[src/design/dcc_pkg.sv]
// Shared types, constants and helper functions of the dictionary code compressor.
`timescale 1ns / 1ps
package dcc_pkg;

	localparam int MAX_WORD_BITS   = 32;
	localparam int NUM_REGS        = 8;
	localparam int REG_IDX_BITS    = 3;
	localparam int IDX_BITS        = 3;
	localparam int POS_BITS        = 5;
	localparam int CNT_BITS        = 6;
	localparam int CODE_BITS       = 34;
	localparam int LEN_BITS        = 6;
	localparam int IN_TDATA_BITS   = 32;
	localparam int OUT_TDATA_BITS  = 40;
	localparam int FIFO_DEPTH      = 4;
	localparam int FIFO_PTR_BITS   = 2;
	localparam int FIFO_CNT_BITS   = 3;

	localparam logic [1:0] KIND_EXACT = 2'd0;
	localparam logic [1:0] KIND_TWO   = 2'd1;
	localparam logic [1:0] KIND_RAW   = 2'd2;

	localparam logic [1:0] PFX_EXACT = 2'b00;
	localparam logic [1:0] PFX_ADJ   = 2'b01;
	localparam logic [1:0] PFX_SEP   = 2'b10;
	localparam logic [1:0] PFX_RAW   = 2'b11;

	localparam logic [LEN_BITS-1:0] LEN_EXACT = 6'd5;
	localparam logic [LEN_BITS-1:0] LEN_ADJ   = 6'd10;
	localparam logic [LEN_BITS-1:0] LEN_SEP   = 6'd15;

	// classified item handed from front to back
	typedef struct packed {
		logic [MAX_WORD_BITS-1:0] word;
		logic [MAX_WORD_BITS-1:0] diff;
		logic [IDX_BITS-1:0]      idx;
		logic [1:0]               kind;
	} dcc_item_t;

	function automatic logic [3:0] popcount8(input logic [7:0] v);
		logic [3:0] n;
		n = 4'd0;
		for (int i = 0; i < 8; i++) begin
			n = n + 4'(v[i]);
		end
		return n;
	endfunction

	function automatic logic [CNT_BITS-1:0] popcount32(input logic [MAX_WORD_BITS-1:0] v);
		logic [4:0] lo;
		logic [4:0] hi;
		lo = 5'(popcount8(v[7:0])) + 5'(popcount8(v[15:8]));
		hi = 5'(popcount8(v[23:16])) + 5'(popcount8(v[31:24]));
		return CNT_BITS'(lo) + CNT_BITS'(hi);
	endfunction

endpackage

[src/design/dictionary_code_compressor_unit.sv]
// Top level of the dictionary code compressor with bitmask mismatch coding.
// Usage:
//   Load the dictionary through cfg_we/cfg_index/cfg_wdata while no word is in
//   flight; entry i is written at a clock edge with cfg_we high and cfg_index i.
//   Words enter on the s_ channel, one transfer per cycle at full rate, while s_tready is high.
//   Each word produces exactly one code transfer on the m_ channel, in order.
//   From the input transfer to m_tvalid a word passes the count stage, which
//   loads at the input transfer, then the queue, then the output register.
//   Without stalls, throughput is one word per cycle; it is set by the single
//   popcount stage feeding the queue and the single output register draining it.
//   When m_tready is low the output register holds its code, the 4-entry queue
//   fills, and s_tready drops once the queue and the count stage are full;
//   either side may stall without losing or duplicating a transfer.
//   Reset clears the dictionary to zero and empties the pipeline and queue.
`timescale 1ns / 1ps
module dictionary_code_compressor_unit #(
	parameter int WORD_BITS    = 32,
	parameter int DICT_ENTRIES = 8
) (
	input  logic                                   clk,
	input  logic                                   arst_n,
	input  logic                                   cfg_we,
	input  logic [dcc_pkg::REG_IDX_BITS-1:0]       cfg_index,
	input  logic [dcc_pkg::MAX_WORD_BITS-1:0]      cfg_wdata,
	input  logic                                   s_tvalid,
	output logic                                   s_tready,
	input  logic [dcc_pkg::IN_TDATA_BITS-1:0]      s_tdata,  // [31:0] word_in
	output logic                                   m_tvalid,
	input  logic                                   m_tready,
	output logic [dcc_pkg::OUT_TDATA_BITS-1:0]     m_tdata   // [33:0] code_bits, [39:34] code_length
);
	import dcc_pkg::*;

	logic [NUM_REGS-1:0][WORD_BITS-1:0] dict_q;

	logic      push;
	logic      pop;
	logic      fifo_full;
	logic      fifo_empty;
	dcc_item_t push_item;
	dcc_item_t head_item;

	always_ff @(posedge clk or negedge arst_n) begin
		if (!arst_n) begin
			dict_q <= '0;
		end else if (cfg_we) begin
			dict_q[cfg_index] <= cfg_wdata[WORD_BITS-1:0];
		end
	end

	dcc_front #(
		.WORD_BITS   (WORD_BITS),
		.DICT_ENTRIES(DICT_ENTRIES)
	) u_front (
		.clk      (clk),
		.arst_n   (arst_n),
		.dict     (dict_q),
		.s_tvalid (s_tvalid),
		.s_tready (s_tready),
		.s_tdata  (s_tdata),
		.push     (push),
		.push_item(push_item),
		.fifo_full(fifo_full)
	);

	dcc_fifo u_fifo (
		.clk    (clk),
		.arst_n (arst_n),
		.push   (push),
		.wr_item(push_item),
		.full   (fifo_full),
		.pop    (pop),
		.rd_item(head_item),
		.empty  (fifo_empty)
	);

	dcc_back #(
		.WORD_BITS(WORD_BITS)
	) u_back (
		.clk     (clk),
		.arst_n  (arst_n),
		.rd_item (head_item),
		.empty   (fifo_empty),
		.pop     (pop),
		.m_tvalid(m_tvalid),
		.m_tready(m_tready),
		.m_tdata (m_tdata)
	);

	a_len_legal: assert property (@(posedge clk) disable iff (!arst_n)
		m_tvalid |-> (m_tdata[39:34] == LEN_EXACT || m_tdata[39:34] == LEN_ADJ ||
			m_tdata[39:34] == LEN_SEP || m_tdata[39:34] == LEN_BITS'(WORD_BITS + 2)))
		else $error("illegal code length");

	a_exact_narrow: assert property (@(posedge clk) disable iff (!arst_n)
		m_tvalid && m_tdata[39:34] == LEN_EXACT |-> m_tdata[33:3] == '0)
		else $error("exact-match code carries bits above the index");

	a_raw_prefix: assert property (@(posedge clk) disable iff (!arst_n)
		m_tvalid && m_tdata[39:34] == LEN_BITS'(WORD_BITS + 2) |->
			m_tdata[WORD_BITS+1:WORD_BITS] == PFX_RAW)
		else $error("raw code without raw prefix");

	a_no_overflow: assert property (@(posedge clk) disable iff (!arst_n)
		push |-> !fifo_full)
		else $error("queue written while full");

endmodule

[src/design/dcc_front.sv]
// Front end: accepts words, counts mismatches per entry, picks the best entry.
`timescale 1ns / 1ps
module dcc_front #(
	parameter int WORD_BITS    = 32,
	parameter int DICT_ENTRIES = 8
) (
	input  logic                                        clk,
	input  logic                                        arst_n,
	input  logic [dcc_pkg::NUM_REGS-1:0][WORD_BITS-1:0] dict,
	input  logic                                        s_tvalid,
	output logic                                        s_tready,
	input  logic [dcc_pkg::IN_TDATA_BITS-1:0]           s_tdata,
	output logic                                        push,
	output dcc_pkg::dcc_item_t                          push_item,
	input  logic                                        fifo_full
);
	import dcc_pkg::*;

	logic                 valid_s1;
	logic [WORD_BITS-1:0] word_s1;
	logic [CNT_BITS-1:0]  cnt_s1 [DICT_ENTRIES];

	logic [WORD_BITS-1:0] word_in;
	logic [IDX_BITS-1:0]  best;
	logic [CNT_BITS-1:0]  best_cnt;
	logic [WORD_BITS-1:0] diff;

	assign word_in  = s_tdata[WORD_BITS-1:0];
	assign s_tready = !valid_s1 || !fifo_full;
	assign push     = valid_s1 && !fifo_full;

	always_ff @(posedge clk or negedge arst_n) begin
		if (!arst_n) begin
			valid_s1 <= 1'b0;
		end else if (s_tready) begin
			valid_s1 <= s_tvalid;
		end
	end

	always_ff @(posedge clk) begin
		if (s_tvalid && s_tready) begin
			word_s1 <= word_in;
			for (int k = 0; k < DICT_ENTRIES; k++) begin
				cnt_s1[k] <= popcount32(MAX_WORD_BITS'(word_in ^ dict[k]));
			end
		end
	end

	// lowest index wins a tie
	always_comb begin
		best     = '0;
		best_cnt = cnt_s1[0];
		for (int k = 1; k < DICT_ENTRIES; k++) begin
			if (cnt_s1[k] < best_cnt) begin
				best     = IDX_BITS'(k);
				best_cnt = cnt_s1[k];
			end
		end
	end

	assign diff = word_s1 ^ dict[best[REG_IDX_BITS-1:0]];

	always_comb begin
		push_item.word = MAX_WORD_BITS'(word_s1);
		push_item.diff = MAX_WORD_BITS'(diff);
		push_item.idx  = best;
		if (best_cnt == CNT_BITS'(0)) begin
			push_item.kind = KIND_EXACT;
		end else if (best_cnt == CNT_BITS'(2)) begin
			push_item.kind = KIND_TWO;
		end else begin
			push_item.kind = KIND_RAW;
		end
	end

endmodule

[src/design/dcc_fifo.sv]
// Short queue of classified items between front and back.
`timescale 1ns / 1ps
module dcc_fifo (
	input  logic               clk,
	input  logic               arst_n,
	input  logic               push,
	input  dcc_pkg::dcc_item_t wr_item,
	output logic               full,
	input  logic               pop,
	output dcc_pkg::dcc_item_t rd_item,
	output logic               empty
);
	import dcc_pkg::*;

	dcc_item_t                mem_q [FIFO_DEPTH];
	logic [FIFO_PTR_BITS-1:0] wr_ptr_q;
	logic [FIFO_PTR_BITS-1:0] rd_ptr_q;
	logic [FIFO_CNT_BITS-1:0] count_q;

	assign full    = (count_q == FIFO_CNT_BITS'(FIFO_DEPTH));
	assign empty   = (count_q == '0);
	assign rd_item = mem_q[rd_ptr_q];

	always_ff @(posedge clk) begin
		if (push) begin
			mem_q[wr_ptr_q] <= wr_item;
		end
	end

	always_ff @(posedge clk or negedge arst_n) begin
		if (!arst_n) begin
			wr_ptr_q <= '0;
			rd_ptr_q <= '0;
			count_q  <= '0;
		end else begin
			if (push) begin
				wr_ptr_q <= wr_ptr_q + 1'b1;
			end
			if (pop) begin
				rd_ptr_q <= rd_ptr_q + 1'b1;
			end
			if (push && !pop) begin
				count_q <= count_q + 1'b1;
			end else if (pop && !push) begin
				count_q <= count_q - 1'b1;
			end
		end
	end

endmodule

[src/design/dcc_back.sv]
// Back end: locates mismatch positions, builds the code, holds the output register.
`timescale 1ns / 1ps
module dcc_back #(
	parameter int WORD_BITS = 32
) (
	input  logic                                clk,
	input  logic                                arst_n,
	input  dcc_pkg::dcc_item_t                  rd_item,
	input  logic                                empty,
	output logic                                pop,
	output logic                                m_tvalid,
	input  logic                                m_tready,
	output logic [dcc_pkg::OUT_TDATA_BITS-1:0]  m_tdata
);
	import dcc_pkg::*;

	logic                 valid_q;
	logic [CODE_BITS-1:0] code_q;
	logic [LEN_BITS-1:0]  len_q;

	logic [WORD_BITS-1:0] diff;
	logic [WORD_BITS-1:0] word;
	logic [POS_BITS-1:0]  hi;
	logic [POS_BITS-1:0]  lo;
	logic [POS_BITS-1:0]  pos1;
	logic [POS_BITS-1:0]  pos2;
	logic [CODE_BITS-1:0] code;
	logic [LEN_BITS-1:0]  len;

	assign diff = rd_item.diff[WORD_BITS-1:0];
	assign word = rd_item.word[WORD_BITS-1:0];
	assign pop  = !empty && (!valid_q || m_tready);

	// highest and lowest set bit of the mismatch mask
	always_comb begin
		hi = '0;
		for (int i = 0; i < WORD_BITS; i++) begin
			if (diff[i]) begin
				hi = POS_BITS'(i);
			end
		end
		lo = '0;
		for (int i = WORD_BITS - 1; i >= 0; i--) begin
			if (diff[i]) begin
				lo = POS_BITS'(i);
			end
		end
	end

	assign pos1 = POS_BITS'(WORD_BITS - 1) - hi;
	assign pos2 = POS_BITS'(WORD_BITS - 1) - lo;

	always_comb begin
		case (rd_item.kind)
			KIND_EXACT: begin
				code = CODE_BITS'({PFX_EXACT, rd_item.idx});
				len  = LEN_EXACT;
			end
			KIND_TWO: begin
				if (hi == lo + 1'b1) begin
					code = CODE_BITS'({PFX_ADJ, pos1, rd_item.idx});
					len  = LEN_ADJ;
				end else begin
					code = CODE_BITS'({PFX_SEP, pos1, pos2, rd_item.idx});
					len  = LEN_SEP;
				end
			end
			default: begin
				code = CODE_BITS'({PFX_RAW, word});
				len  = LEN_BITS'(WORD_BITS + 2);
			end
		endcase
	end

	always_ff @(posedge clk or negedge arst_n) begin
		if (!arst_n) begin
			valid_q <= 1'b0;
		end else if (!valid_q || m_tready) begin
			valid_q <= !empty;
		end
	end

	always_ff @(posedge clk) begin
		if (pop) begin
			code_q <= code;
			len_q  <= len;
		end
	end

	assign m_tvalid = valid_q;
	assign m_tdata  = {len_q, code_q};

endmodule

[config.mk]
export PLATFORM = sky130hd
export DESIGN_NAME = dictionary_code_compressor_unit
export DESIGN_NICKNAME = d
export VERILOG_FILES = /design/src/design/dcc_pkg.sv /design/src/design/dictionary_code_compressor_unit.sv /design/src/design/dcc_front.sv /design/src/design/dcc_fifo.sv /design/src/design/dcc_back.sv
export SDC_FILE = /design/constraint.sdc
export NUM_CORES = 1
export LEC_CHECK = 0
export BUFFER_PORTS_ARGS = -buffer_cell sky130_fd_sc_hd__buf_4
export CAP_MARGIN = 10
export CORE_MARGIN = 3
export CORE_UTILIZATION = 50
export DETAILED_ROUTE_END_ITERATION = 6
export GPL_TIMING_DRIVEN = 0
export PLACE_DENSITY = 0.65
export SLEW_MARGIN = 40
export SYNTH_ARGS = -nofsm -noshare
export SYNTH_HDL_FRONTEND = slang
export SYNTH_HIERARCHICAL = 1
export SYNTH_SLANG_ARGS = --single-unit
[constraint.sdc]
create_clock -name clk -period 12 [get_ports clk]
set_input_delay 2.4 -clock clk [delete_from_list [all_inputs] [get_ports clk]]
set_output_delay 2.4 -clock clk [all_outputs]
set_load 0.01 [all_outputs]
* Yosys cells after proc, flatten, opt, wreduce, memory -nomap -nowiden *
Memories as Yosys holds them, arrays and structs flattened.
Cells that the tools add are included.

cells by class
  $add $sub $neg = 255
  bitwise logic cells = 9
  multiplexer cells = 94
  magnitude comparators = 10
  reduce and logical (&&, ||, !) cells = 18
  eq/ne operators = 4

operator list
  operator                                                                      number
  4-bit by 1-bit adder with 4-bit output                                        192
  5-bit 2-to-1 mux                                                              62
  32-bit XOR                                                                    9
  256-bit bitwise mux                                                           1
  32-bit binary-select mux with 3-bit select                                    1
  32-bit demux with 3-bit select                                                1
  4-bit by 4-bit adder with 5-bit output                                        16
  34-bit case mux with 2 select lines                                           1
  1-bit by 1-bit adder with 2-bit output                                        32
  32-bit 2-to-1 mux                                                             2
  5-bit by 5-bit adder with 6-bit output                                        8
  6-bit less-than comparator                                                    7
  6-bit 2-to-1 mux                                                              7
  3-bit 2-to-1 mux                                                              7
  15-bit 2-to-1 mux                                                             1
  6-bit case mux with 2 select lines                                            1
  5-bit subtractor, first input constant                                        2
  3-bit by 4-bit less-than comparator with 1-bit output, second input constant  2
  2-bit 2-to-1 mux                                                              4
  6-bit by 2-bit == test with 1-bit output, second input constant               1
  1-bit logical AND                                                             6
  1-bit logical NOT                                                             6
  6-bit logical NOT                                                             1
  1-bit 2-to-1 mux                                                              6
  other kinds (12)                                                              14

word-level totals
  logic and storage cells = 408
  bits in registers = 337
  output and inout port bits = 42
  bits of input ports = 72
  memories = 2
  RAM bits = 324

memories
  memory          words  width  rd ports  clocked after Yosys merged registers in  wr ports  RTL line         source
  u_fifo.mem_q    4      69     1         0                                        1         dcc_fifo.sv:15   dcc_item_t mem_q [FIFO_DEPTH];
  u_front.cnt_s1  8      6      8         0                                        8         dcc_front.sv:21  logic [CNT_BITS-1:0] cnt_s1 [DICT_ENTRIES];

* Logic depth before layout (Yosys ltp) *
Gate-level depths: netlist of run 1.
An unclocked memory read counts as a cell.

  word-level depth = 37
  mapped depth = 72
  gate-level depth less buffers = 62

* Hierarchy *
Netlist of run 1, hierarchy kept.

modules (own cells, without submodules)
  module                           area each (um2)  cells an instance  instances
  dcc_front                        15078.2          1493               1
  dcc_fifo                         10426.2          395                1
  dictionary_code_compressor_unit  9605.5           551                1
  dcc_back                         2372.3           235                1

* Least setup slack after synthesis of run 1 *
Ideal clock, no wire load.

  kind = register to register
  from = memory u_front.cnt_s1[1][5], in the netlist u_front/cnt_s1[0][11]
  to = memory u_fifo/mem_q[0][13] in the netlist's numbering, data pin
  path buffers = 9
  arrival = 12.432 ns
  required time = 11.717 ns
  clock period less this slack = 12.715 ns
  slack = -0.715 ns
  cell stages (with the launch flop) = 67
  path through = edfxtp_1 -> ha_1 -> a21oi_1 -> o21ai_1 -> a21oi_1 -> buf_2 -> nor2_1 -> a21oi_1 -> ha_1 -> nor2_1 -> o2bb2ai_1 -> a2111o_1 -> o311ai_1 -> a21oi_2 -> or2_1 -> buf_6 -> buf_6 -> o21ai_0 -> [... 31 more ...] -> a211oi_2 -> a311o_1 -> buf_2 -> buf_2 -> buf_1 -> nor2_1 -> a21oi_1 -> ha_1 -> a21oi_1 -> nor2b_1 -> o21ai_0 -> nand2b_1 -> or3_1 -> o31ai_4 -> buf_2 -> nor4_1 -> o32ai_1 -> xor2_1

RTL lines
  element      RTL line
  from (decl)  dcc_front.sv:21
  to (decl)    dcc_fifo.sv:15

==> impl_metrics.env, run 1 <==
export IMPL_hold_path_class="flip-flop to flip-flop"
export IMPL_drc_errors=0
export IMPL_dieArea_um2=78300
export IMPL_netlist_top_cells_area="edfxtp_1 (31%), dfrtp_1 (18%), fa_1 (10%), mux2_2 (8.2%), xnor2_1 (4.2%)"
export IMPL_first_pass_iters=5
export IMPL_synth_avg_cell_area_um2=14.0
export IMPL_setup_tns_ps=0
export IMPL_dieWidth_um=280
export IMPL_highest_layer="met4"
export IMPL_synth_seq_cells=657
export IMPL_crit_path_end_kind="flip-flop"
export IMPL_drt_initial_drc_count=1966
export IMPL_insertion_delay_ps=640
export IMPL_relSlewSlack_pct=33.4
export IMPL_post_route_min_period_ps=11930
export IMPL_synth_fp_nets=3028
export IMPL_netlist_instances=2674
export IMPL_fin_nets=3303
export IMPL_fmax_ghz=0.0838
export IMPL_wl_mm=107
export IMPL_grt_overflow=0
export IMPL_crit_arrival_ps=12290
export IMPL_port_buffers=108
export IMPL_critPathMaxFanout=8
export IMPL_clock_sinks=657
export IMPL_ys_seq_area_share_pct=49.1
export IMPL_worst_pin_slew_ps=998
export IMPL_crit_slowest_cell="edfxtp_1"
export IMPL_setup_viol=0
export IMPL_cts_buffers=74
export IMPL_synth_top_area_share_pct=31.4
export IMPL_slew_violations=0
export IMPL_start_util_pct=50.9
export IMPL_grt_use_total_pct=27.5
export IMPL_ys_async_sr_fraction_pct=40.3
export IMPL_synthToLayoutAreaGrowth_pct=19.0
export IMPL_clock_path_buffers=3
export IMPL_synth_edff_count=392
export IMPL_max_stage_delay_ps=390
export IMPL_required_ps=12350
export IMPL_grt_max_degree=66
export IMPL_vias=23527
export IMPL_yosys_warnings=6
export IMPL_cts_clk_slew_worst_paths_ps=70
export IMPL_drive_gt1_share_pct=32.2
export IMPL_met1_length_mm=43.8
export IMPL_hold_violations=0
export IMPL_place_gp_congestion=0.944
export IMPL_wl_met2_mm=53.3
export IMPL_core_region_area_um2=73600
export IMPL_tritoncts="yes"
export IMPL_synthesis_area_um2=37500
export IMPL_synth_flop_cell="edfxtp_1"
export IMPL_root_buffer="clkbuf_16"
export IMPL_grt_pass1_wl_mm=158
export IMPL_cp_start_kind="flip-flop"
export IMPL_rows=99
export IMPL_yosysMostFrequentCell="edfxtp_1"
export IMPL_hold_buffers=0
export IMPL_die_h_um=280
export IMPL_outcome="finished clean"
export IMPL_synth_cell_types=95
export IMPL_yosysTopAreaCell="edfxtp_1"
export IMPL_period_share_pct=99.4
export IMPL_num_io_pins=114
export IMPL_avgViaCountPerCell=5.93
export IMPL_finalClockSkew_ps=27.1
export IMPL_wl_met3_mm=6.03
export IMPL_antenna_found_initial=1
export IMPL_rsz0062_at_grt="true"
export IMPL_wl_per_cell_um=27.0
export IMPL_path_class="flip-flop to flip-flop"
export IMPL_grt_pass1_vias=24393
export IMPL_netlist_top_cells_count="edfxtp_1 (392), mux2_2 (274), dfrtp_1 (265), inv_1 (216), fa_1 (193)"
export IMPL_ant_nets=0
export IMPL_cap_violations=0
export IMPL_place_hpwl_mm=83.2
export IMPL_h_tree_depth=3
[worst paths after layout]
path,from,end,slack (ps),cells past startpoint
hold reg to reg,u_fifo/count_q[2],u_fifo/count_q[2],510,1
setup / recovery,u_front/cnt_s1[0][3],u_fifo/mem_q[3][12],70,64
min in group asynchronous,arst_n,dict_q[249],1730,1
hold / removal,u_fifo/count_q[2],u_fifo/count_q[2],510,1
setup reg to reg,u_front/cnt_s1[0][3],u_fifo/mem_q[3][12],70,64
max in group asynchronous,arst_n,u_front/valid_s1,8960,4
[cells by family after synthesis]
logic type / after synthesis / share of synthesized area (%)
other: 1 / 0.0100
and+or+nand+nor: 257 / 3.90
adders and majority gates: 283 / 13.3
AOI/OAI and AO/OA: 376 / 7.25
muxes: 410 / 14.2
xor gates and xnor gates: 323 / 7.55
buffers and inverters: 367 / 4.66
DFF: 657 / 49.1
[layer usage]
layer,GRT usage (%),up-vias
met5,0,-
met2,46.4,893
li1,-,10187
met1,37.0,12265
met3,3.90,182
met4,9.49,0
[layout make-up]
type	instances	area, µm²
diodes	2	5.00
plain buffers	146	1050
clock buffers	100	2020
clock inverters	35	397
fillers	5655	29000
inverters	216	816
multi-input cells	1650	18900
flip-flops and latches	657	18400
well taps	959	1200
repair buffers	204	1840
[worst max-delay path, delay by kind of cell (launching register included)]
kind            cells  cell delay (ps)
fa+ha+maj           8             2030
compound gates     30             5100
buf+inv            11             1220
mux                 4             1210
xor+xnor            1              200
flops               1              390
simple gates       10             1520
[flip-flops by register name, summed over array words and instances (netlist names)]
signal	cells
u_back/m_tvalid	1
u_fifo/mem_q	276
u_back/code_q	33
u_front/word_s1	32
u_front/valid_s1	1
u_front/cnt_s1	48
dict_q	256
u_back/len_q	3
u_fifo/wr_ptr_q	2
u_fifo/count_q	3
u_fifo/rd_ptr_q	2
[stage by stage]
step	std cells	utilization (%)	instance area (µm²)	hold slack, ps	worst slack, ps
after floorplan	2674	-	37600	456	5.71
after global placement	3741	53.9	39600	471	-2250
after detailed placement	3757	54.4	40000	500	-2610
after CTS	3957	59.9	44100	513	-96.7
after global routing	3967	60.6	44600	531	-398
final	3969	60.6	44600	514	67.4
[layout by cell type (no fill, tap or decap), types with 35 or more instances in the layout]
cell type,count
mux2_2,271
clkbuf_16,75
ha_1,76
nor3_1,44
o211ai_1,35
buf_2,40
xor2_1,116
xnor2_1,179
buf_4,188
mux2i_1,49
inv_1,206
dfrtp_1,265
edfxtp_1,392
mux4_2,68
a21oi_1,54
fa_1,193
clkbuf_1,70
nor2_1,38
[what timing repair did]
action | 4_1_cts | 5_1_grt
buffers inserted | 66 | 14
gates resized for setup | 200 | 78
gates cloned | 2 | 1
endpoints found under the setup margin | 148 | 148
pin swaps | 85 | 93
Power of run 1 is not shown: default switching activity piles up to over one toggle a cycle in this logic, so the estimate is an artifact.
==> inputs of run 2 (changes only) <==
--- a/config.mk
+++ b/config.mk
@@ -11,7 +11,7 @@
 export CORE_UTILIZATION = 50
 export DETAILED_ROUTE_END_ITERATION = 6
 export GPL_TIMING_DRIVEN = 0
-export PLACE_DENSITY = 0.65
+export PLACE_DENSITY = 0.62
 export SLEW_MARGIN = 40
 export SYNTH_ARGS = -nofsm -noshare
 export SYNTH_HDL_FRONTEND = slang
==> constraint.sdc (replaced) <==
create_clock -name clk -period 15.48 [get_ports clk]
set_input_delay 3.096 -clock clk [delete_from_list [all_inputs] [get_ports clk]]
set_output_delay 3.096 -clock clk [all_outputs]
set_load 0.01 [all_outputs]
==> run 2 against run 1 <==
Compared with the run above: final area shrank 4.5%; sequential share of layout area up 1.9 points; flip-flop and latch count is the same; setup slack gained 780 ps; routed wire length decreased by 1.5%; final cell count decreased by 1.8%.
==> impl_metrics.env, run 2 (same netlist as run 1, synthesis figures left out) <==
export IMPL_path_buf_inv=13
export IMPL_setup_viol=0
export IMPL_reg2regPathDepth=67
export IMPL_antenna_found_initial=2
export IMPL_clock_sinks=657
export IMPL_worst_pin_slew_ps=877
export IMPL_slew_violations=0
export IMPL_ant_nets=0
export IMPL_wl_mm=106
export IMPL_relSlewSlack_pct=41.5
export IMPL_insertion_delay_ps=640
export IMPL_postPlaceCellArea_um2=39800
export IMPL_cts_clk_slew_worst_paths_ps=60
export IMPL_hold_path_class="flip-flop to flip-flop"
export IMPL_largest_register="u_fifo/mem_q"
export IMPL_drc_errors=0
export IMPL_required_ps=15900
export IMPL_h_tree_depth=3
export IMPL_hold_violations=0
export IMPL_crit_slowest_cell="o32ai_2"
export IMPL_root_buffer="clkbuf_16"
export IMPL_clock_path_buffers=3
export IMPL_cap_violations=0
export IMPL_reg2reg_to="u_fifo/mem_q[3][24]"
export IMPL_grt_use_total_pct=27.3
export IMPL_largest_registers="u_fifo/mem_q (276), dict_q (256), u_front/cnt_s1 (48)"
export IMPL_r2r_slack_ps=850
export IMPL_max_stage_delay_ps=410
export IMPL_place_gp_congestion=0.934
export IMPL_worstSetupEndpoint="u_fifo/mem_q[3][24]"
export IMPL_mostFrequentLayoutCells="edfxtp_1 (392), mux2_2 (274), dfrtp_1 (265)"
export IMPL_fmax_ghz=0.0684
export IMPL_synthToLayoutAreaGrowth_pct=13.7
export IMPL_final_common_cell="edfxtp_1"
export IMPL_fillers=5885
export IMPL_wl_per_cell_um=27.1
export IMPL_hold_buffers=0
export IMPL_drt_initial_drc_count=1939
export IMPL_crit_arrival_ps=15050
export IMPL_outcome="finished clean"
export IMPL_path_class="flip-flop to flip-flop"
export IMPL_crit_path_end_kind="flip-flop"
export IMPL_grt_pass1_vias=24105
export IMPL_first_pass_iters=5
export IMPL_cts_buffers=74
export IMPL_core_region_area_um2=73600
export IMPL_post_route_cell_area_um2=42600
export IMPL_largest_reg_flops=276
export IMPL_cpMostUsedCell="ha_1"
export IMPL_worst_path_stages=67
export IMPL_utilization_pct=57.9
export IMPL_r2r_start="u_front/cnt_s1[0][11]"
export IMPL_vias=22916
export IMPL_grt_overflow=0
export IMPL_start_util_pct=50.9
export IMPL_dieWidth_um=280
export IMPL_rows=99
export IMPL_fin_nets=3232
export IMPL_dieArea_um2=78300
export IMPL_tritoncts="yes"
export IMPL_cp_startpoint="u_front/cnt_s1[0][11]"
export IMPL_period_share_pct=94.5
export IMPL_critPathMaxFanout=10
export IMPL_grt_pass1_wl_mm=156
export IMPL_avgViaCountPerCell=5.88
export IMPL_place_hpwl_mm=84.0
export IMPL_drive_gt1_share_pct=25.7
export IMPL_port_buffers=108
export IMPL_post_route_min_period_ps=14630
export IMPL_finalClockSkew_ps=21.5
export IMPL_cp_start_kind="flip-flop"
export IMPL_num_io_pins=114
export IMPL_critPathTopFamily="compound AO/OA/AOI/OAI gates"
export IMPL_grt_max_degree=65
export IMPL_die_h_um=280
run 2: changes by cell type in the layout (fill, tap and decap cells not counted), sizes merged:
cell / change
clkinv: +1
buf: -73
bufinv: -1
inv: +1
clkbuf: -1
clkinvlp: +2
run 2: how the worst min path moves through the flow:
| stage | from | endpoint | slack [ps] | cells past startpoint |
|---|---|---|---|---|
| after floorplan | u_fifo/count_q[2] | u_fifo/count_q[2] | 460 | 1 |
| final | u_fifo/count_q[2] | u_fifo/count_q[2] | 490 | 1 |
| after detailed placement | u_fifo/count_q[2] | u_fifo/count_q[2] | 480 | 1 |
| after global routing | u_fifo/count_q[2] | u_fifo/count_q[2] | 540 | 1 |
| after CTS | u_fifo/count_q[2] | u_fifo/count_q[2] | 490 | 1 |
| after global placement | u_fifo/count_q[2] | u_fifo/count_q[2] | 470 | 1 |
run 2: what timing repair did:
action                     CTS  global route
pin swaps                    1             6
resized for setup            7            46
buffers inserted             2             2
setup endpoints to repair  132           148
run 2: per-stage QoR:
| step | std cells | TNS, ps | hold slack, ps | worst slack, ps |
|---|---|---|---|---|
| 5_1_grt | 3898 | -133 | 537 | -22.1 |
| 3_5_place_dp | 3756 | -55110 | 481 | -722 |
| 2_1_floorplan | 2674 | 0 | 456 | 2760 |
| 6_report | 3898 | 0 | 494 | 850 |
| 4_1_cts | 3893 | 0 | 493 | 163 |
| 3_3_place_gp | 3741 | -6710 | 470 | -311 |
run 2: final cells by class:
cell class              instances  area (µm²)  area share [%]
diodes                          2        5.00          0.0117
plain buffers                 151         952            2.23
clock buffers                  97        2030            4.76
clock inverters                38         395           0.928
inverters                     216         811            1.90
multi-input cells            1650       17600            41.4
flip-flops and latches        657       18400            43.2
well taps                     959        1200            2.82
repair buffers                128        1190            2.79
run 2: per-layer routing:
metal	global-route usage [%]	share of wire, %	vias to the layer above	wire [µm]
met5	0	0	-	0
met2	46.5	50	775	52500
met3	4.36	6.1	154	6450
met4	8.72	3.2	0	3340
li1	-	-	10057	-
met1	36.1	41	11930	43400
run 2: worst register-to-register path: cells and delay by family (launching register included):
kind            cells  cell delay, ps
mux                 5            1390
compound gates     28            5920
flops               1             390
simple gates       12            1760
buf+inv            13            2430
fa+ha+maj           8            2180
xor+xnor            1             330
Power of run 2 is left out for the same reason.
